===== src/ope_pkg.sv =====
package ope_pkg;

  localparam int ANGLE_ITERATIONS_DEF = 16;
  localparam int STATE_BITS_DEF       = 48;

  localparam int CFG_IDX_W  = 3;
  localparam int CFG_DATA_W = 32;

  localparam logic [CFG_IDX_W-1:0] CFG_DAMPING       = 3'd0;
  localparam logic [CFG_IDX_W-1:0] CFG_OMEGA_SQUARED = 3'd1;
  localparam logic [CFG_IDX_W-1:0] CFG_INVERSE_MU    = 3'd2;
  localparam logic [CFG_IDX_W-1:0] CFG_TIME_STEP     = 3'd3;
  localparam logic [CFG_IDX_W-1:0] CFG_QUAD_GAIN     = 3'd4;

  localparam logic [31:0] DAMPING_RST   = 32'd7196286;
  localparam logic [31:0] OMEGA_SQ_RST  = 32'd75360;
  localparam logic [31:0] INV_MU_RST    = 32'd8589935;
  localparam logic [31:0] TIME_STEP_RST = 32'd268435456;
  localparam logic [31:0] QUAD_GAIN_RST = 32'd562209914;

  localparam logic signed [35:0] PI_Q30      = 36'sd3373259426;
  localparam logic signed [35:0] HALF_PI_Q30 = 36'sd1686629713;
  localparam logic signed [15:0] PI_Q13      = 16'sd25736;

  typedef struct packed {
    logic [31:0] damping;
    logic [31:0] omega_squared;
    logic [31:0] inverse_mu;
    logic [31:0] time_step;
    logic [31:0] quadrature_gain;
  } cfg_t;

  // Arctangent of 2^-i in Q2.30.
  function automatic logic [31:0] atan_q30(input logic [4:0] idx);
    logic [31:0] v;
    case (idx)
      5'd0:  v = 32'h3243F6A8;
      5'd1:  v = 32'h1DAC6705;
      5'd2:  v = 32'h0FADBAFC;
      5'd3:  v = 32'h07F56EA6;
      5'd4:  v = 32'h03FEAB76;
      5'd5:  v = 32'h01FFD55B;
      5'd6:  v = 32'h00FFFAAA;
      5'd7:  v = 32'h007FFF55;
      5'd8:  v = 32'h003FFFEA;
      5'd9:  v = 32'h001FFFFD;
      5'd10: v = 32'h000FFFFF;
      5'd11: v = 32'h0007FFFF;
      5'd12: v = 32'h0003FFFF;
      5'd13: v = 32'h0001FFFF;
      5'd14: v = 32'h0000FFFF;
      5'd15: v = 32'h00007FFF;
      5'd16: v = 32'h00003FFF;
      5'd17: v = 32'h00001FFF;
      5'd18: v = 32'h00000FFF;
      5'd19: v = 32'h000007FF;
      5'd20: v = 32'h000003FF;
      5'd21: v = 32'h000001FF;
      5'd22: v = 32'h000000FF;
      5'd23: v = 32'h0000007F;
      5'd24: v = 32'h0000003F;
      5'd25: v = 32'h0000001F;
      5'd26: v = 32'h0000000F;
      5'd27: v = 32'h00000008;
      5'd28: v = 32'h00000004;
      5'd29: v = 32'h00000002;
      5'd30: v = 32'h00000001;
      default: v = 32'h00000000;
    endcase
    return v;
  endfunction

endpackage


===== src/ope_front.sv =====
module ope_front #(
  parameter int STATE_BITS = ope_pkg::STATE_BITS_DEF
) (
  input  logic                         clk_i,
  input  logic                         rst_ni,
  input  logic                         push,
  output logic                         full,
  input  logic signed [31:0]           sample_i,
  input  logic                         restart_i,
  output logic                         avail_o,
  input  logic                         take_i,
  output logic signed [STATE_BITS-1:0] sample_o,
  output logic                         restart_o
);

  localparam int WW = STATE_BITS + 48;

  typedef struct packed {
    logic signed [STATE_BITS-1:0] s;
    logic                         restart;
  } entry_t;

  entry_t     mem_q [2];
  logic       wr_q, rd_q;
  logic [1:0] cnt_q;
  logic       do_push, do_pop;

  logic signed [WW-1:0] wide, maxv_w, minv_w;
  entry_t               new_e;

  // The sample is rescaled to Q16.32 and saturated to the state width.
  always_comb begin
    wide   = {{STATE_BITS{sample_i[31]}}, sample_i, 16'b0};
    maxv_w = WW'({1'b0, {(STATE_BITS-1){1'b1}}});
    minv_w = ~maxv_w;
    if (wide > maxv_w) begin
      new_e.s = {1'b0, {(STATE_BITS-1){1'b1}}};
    end else if (wide < minv_w) begin
      new_e.s = {1'b1, {(STATE_BITS-1){1'b0}}};
    end else begin
      new_e.s = wide[STATE_BITS-1:0];
    end
    new_e.restart = restart_i;
  end

  assign full      = (cnt_q == 2'd2);
  assign avail_o   = (cnt_q != 2'd0);
  assign do_push   = push && !full;
  assign do_pop    = take_i && avail_o;
  assign sample_o  = mem_q[rd_q].s;
  assign restart_o = mem_q[rd_q].restart;

  always_ff @(posedge clk_i) begin
    if (do_push) begin
      mem_q[wr_q] <= new_e;
    end
  end

  always_ff @(posedge clk_i or negedge rst_ni) begin
    if (!rst_ni) begin
      wr_q  <= 1'b0;
      rd_q  <= 1'b0;
      cnt_q <= 2'd0;
    end else begin
      if (do_push) wr_q <= ~wr_q;
      if (do_pop) rd_q <= ~rd_q;
      cnt_q <= cnt_q + 2'(do_push) - 2'(do_pop);
    end
  end

endmodule


===== config.mk =====
export PLATFORM = sky130hd
export DESIGN_NAME = ope_front
export DESIGN_NICKNAME = d
export VERILOG_FILES = /design/src/ope_pkg.sv /design/src/ope_front.sv
export SDC_FILE = /design/constraint.sdc
export NUM_CORES = 1
export LEC_CHECK = 0
export ABC_AREA = 1
export BUFFER_PORTS_ARGS = -buffer_cell sky130_fd_sc_hd__buf_2
export CAP_MARGIN = 30
export CORE_MARGIN = 5
export CORE_UTILIZATION = 40
export DETAILED_ROUTE_END_ITERATION = 7
export PLACE_DENSITY = 0.68
export RECOVER_POWER = 50
export REMOVE_ABC_BUFFERS = 1
export SYNTH_ARGS = -nofsm -noshare
export SYNTH_HDL_FRONTEND = slang
export SYNTH_SLANG_ARGS = --single-unit

===== constraint.sdc =====
create_clock -name clk_i -period 2.9 [get_ports clk_i]
set_input_delay 0.29 -clock clk_i [delete_from_list [all_inputs] [get_ports clk_i]]
set_output_delay 0.29 -clock clk_i [all_outputs]
set_load 0.01 [all_outputs]

Yosys cells after proc, flatten, opt, wreduce, memory -nomap -nowiden
Memory sizes are Yosys's and may differ from the RTL's. Index checks and enable logic that the tools add are counted.

Register bits: 4. Bits in writable memories: 98. Bits of input ports: 37. Output and inout port bits: 51. Logic and storage cells: 19. Memories: 1.

Memory list: mem_q (depth 2, width 49, read ports 1, clocked after Yosys merged registers in 0, wr ports 1, RTL line ope_front.sv:23) `entry_t mem_q [2];`.

Add/sub/neg operators: 2. $lt $le $gt $ge: 2. Eq/ne operators: 1. Multiplexer cells: 4. Bitwise logic cells: 2. Reduce and logical (&&, ||, !) cells: 4.

Operators by type and width (count): $mux W48 (2); $gt A48 B48 Y1 const B (1); $lt A48 B48 Y1 const B (1); $add A2 B1 Y2 (1); $eq A2 B2 Y1 const B (1); $logic_and A1 B1 Y1 (2); $mux W1 (2); $not A1 Y1 (2); $reduce_bool A2 Y1 (1); $sub A2 B1 Y2 (1); $logic_not A1 Y1 (1).

Logic depth before layout (Yosys ltp)
Depth in word-level cells: 5. Mapped depth: 10. Mapped depth without buffers: 10.

Worst setup path after synthesis
OpenSTA, ideal clock, no wires.

Kind: reg-to-reg. From: reg cnt_q[1]. To: mem mem_q[1][0] (netlist bit), enable pin. Setup time: 423 ps. Arrival time: 1954 ps. Required time: 2477 ps. Slack: 523 ps. Cell stages (with the launch flop): 4. Buffers on the path: 0. Period minus slack after synthesis: 2377 ps. Cell sequence: dfrtp_1 nand2_1 nand2_1 nor2_1.

Cells in the longest elaborated chain, start to end: 5.

Ends and longest elaborated chain: start: declaration (RTL line ope_front.sv:25) `logic [1:0] cnt_q;`; start signal: assignment (RTL line ope_front.sv:67) `cnt_q <= cnt_q + 2'(do_push) - 2'(do_pop);`; $eq A2 B2 Y1 (RTL line ope_front.sv:46) `assign full = (cnt_q == 2'd2);`; $logic_not A1 Y1 (RTL line ope_front.sv:48) `assign do_push = push && !full;`; $logic_and A1 B1 Y1 (RTL line ope_front.sv:48); $mux W1 (RTL line ope_front.sv:54) `if (do_push) begin`; $mux W1 (not written as such) (RTL line ope_front.sv:55) `mem_q[wr_q] <= new_e;`; end: declaration (RTL line ope_front.sv:23).

No other way between the ends.

Final worst setup path
From: reg rd_q. To: out sample_o[32].

Cells in the longest elaborated chain, start to end: 1.

Ends and longest elaborated chain: start: declaration (RTL line ope_front.sv:24) `logic wr_q, rd_q;`; start signal: assignment (RTL line ope_front.sv:66) `if (do_pop) rd_q <= ~rd_q;`; $mem_v2 Z2 W49; end: declaration (RTL line ope_front.sv:12) `output logic signed [STATE_BITS-1:0] sample_o,`.

No other way between the ends.

==> reports/qor.yml <==
outcome: "finished clean"
synthFlopType: "edfxtp_1"
postSynth.asyncResetShare: 0.0571
ios: 88
grt_pass1_wl_mm: 7.89
ys_seq_area_frac: 0.740
die_w_um: 93.9
worstPathRequired_ns: 2.61
die_area_sq_um: 8820
cts.path.max_buffers: 2
n_antenna_cell: 0
die_height_um: 93.9
drt-total-wl_mm: 5.21
drt-pass1-iter-count: 4
dpl.cell_count: 383
cts_tree: "done"
max_slew_margin: 0.351
final.period_utilization: 0.740
synth_edf_count: 66
crit_path_max_fanout: 22
post-dp-hpwl_mm: 3.55
power.leakage_nw: 1.44
peakVddDrop_v: 0.000509
rows: 30
synth_cell_types: 13
finalSetupViolCount: 0
cts-root-buf: "clkbuf_8"
critPathCaptureType: "output port"
drtIter0Drc: 78
cts_buffers: 9
post_cts_buffers: 0
total_power_mw: 3.15
fin_nets: 338
ant_nets: 0
grt_max_degree: 35
hold_viol: 0
fmax_mhz: 466
cts_max_level: 3
yosys_warnings: 0
vias_per_cell: 4.30
synth_area_sq_um: 2820
areaGrowthSynthToFinish_pct: 17.2
core-area_sq_um: 6830
antenna_found_initial: 0
arrival_ns: 1.86
hold_class: "in -> reg"
initial_core_util: 0.412
synth_most_common_cell: "nand2_1"
portBuffers: 71
start_kind: "flop"
ys_ff_latch: 70
drc_errors: 0
cts.sinks: 70
syn_inst: 222
rsz0062_at_grt: "false"
synthTopCellsByArea: "edfxtp_1, nand2_1, buf_4"
reg2reg_slack_ns: 1.07
synth_top_area_frac: 0.704
grt_usage: 0.121
min_period_ns: 2.15
wire_per_inst_um: 13.1
drv_slew: 0
cap_violations: 0
ys_top_cells_by_count: "nand2_1, edfxtp_1, buf_4, nand2_2, inv_1"
vias: 1712
final_layout_size_suffix_gt1_frac: 0.242
multiInputGateArea_sq_um: 557
grt_pass1_vias: 1706
final_cell_count_no_fill: 398
gp_congestion: 0.601
syn-mean-instance-area_sq_um: 12.7
tns_ns: 0
grt_overflow_total: 0
clk_latency_ns: 0.33
regArea_sq_um: 2080
hold_slack_ns: 0.148
worstMarginPinSlew_ns: 0.971
postLayoutCoreUtil: 0.483
clk_pin_slew_ns: 0.07
cts-resized-gates: 0
yosys.area.top_type: "edfxtp_1"
fin_skew_ns: 0.00642
fill_cells: 662
pwr_density_cell_nw_per_um2: 954
critical_path_class: "reg -> out"
[worst paths after layout]
| kind | to | start | depth (start not counted) |
|---|---|---|---|
| max | sample_o[32] | rd_q | 4 |
| min | mem_q[1][44] | sample_i[27] | 1 |
| min in group asynchronous | cnt_q[0] | rst_ni | 2 |
| min reg2reg | wr_q | wr_q | 2 |
| max in group asynchronous | rd_q | rst_ni | 2 |
| max reg2reg | mem_q[0][29] | cnt_q[1] | 4 |
[final cells by class]
type | count | area share
Inverter | 10 | 0.0136
Timing Repair Buffer | 74 | 0.107
Clock inverter | 3 | 0.00417
Tap cell | 96 | 0.0364
Clock buffer | 11 | 0.0398
Multi-Input combinational cell | 134 | 0.169
Sequential cell | 70 | 0.631
[kinds of logic (layout without fill, tap and decap cells)]
kind of cell	after synthesis	after routing	share of synthesized area
flops	70	70	0.740
simple gates	116	116	0.165
fa+ha+maj	2	2	0.00889
buf+inv	33	98	0.0853
other cells	1	16	0.00133
[stage by stage]
step | cell area [sq um] | worst slack [ns]
detailed placement | 3170 | 1.02
finish | 3300 | 0.753
CTS | 3330 | 0.687
global placement | 3170 | 1.07
floorplan | 2680 | 0.523
global route | 3300 | 0.589
[report_power, final]
group          switching, mW  total, mW  leakage, nW  internal (mW)
combinational          0.687       1.04        0.698          0.352
sequential             0.112       1.50        0.662           1.38
clock                  0.318      0.613       0.0765          0.295
total                   1.12       3.15         1.44           2.03
[per-layer routing]
metal | vias up | track usage | wire length (um)
li1 | 846 | - | -
met1 | 795 | 0.135 | 2070
met2 | 62 | 0.209 | 2620
met3 | 9 | 0.0361 | 430
met4 | 0 | 0.0578 | 93
met5 | - | 0 | 0
[what timing repair did]
item | in CTS | in global routing
hold buffers | 1 | 0
hold endpoints to repair | 4 | 0
setup endpoints to repair | 0 | 0
[critical path, stage by stage (launching register included)]
cell,delay (ns)
dfrtp_1,0.91
buf_4,0.34
nand2_1,0.07
nand2_1,0.08
buf_2,0.13
[layout by cell type, fill, tap and decap left out, types with 2 or more instances in the layout]
cell type	count
buf_4	2
dfrtp_1	4
nand2_1	102
edfxtp_1	66
clkbuf_8	9
buf_2	48
conb_1	16
ha_1	2
inv_1	9
nand2_2	10
clkinv_2	2
nand3_1	3
clkbuf_1	25
[state kept, by name (all words and copies together), names as in the netlist]
name	count
cnt_q	2
mem_q	66
rd_q	1
wr_q	1
No activity file was read; power rests on OpenSTA's default activity.
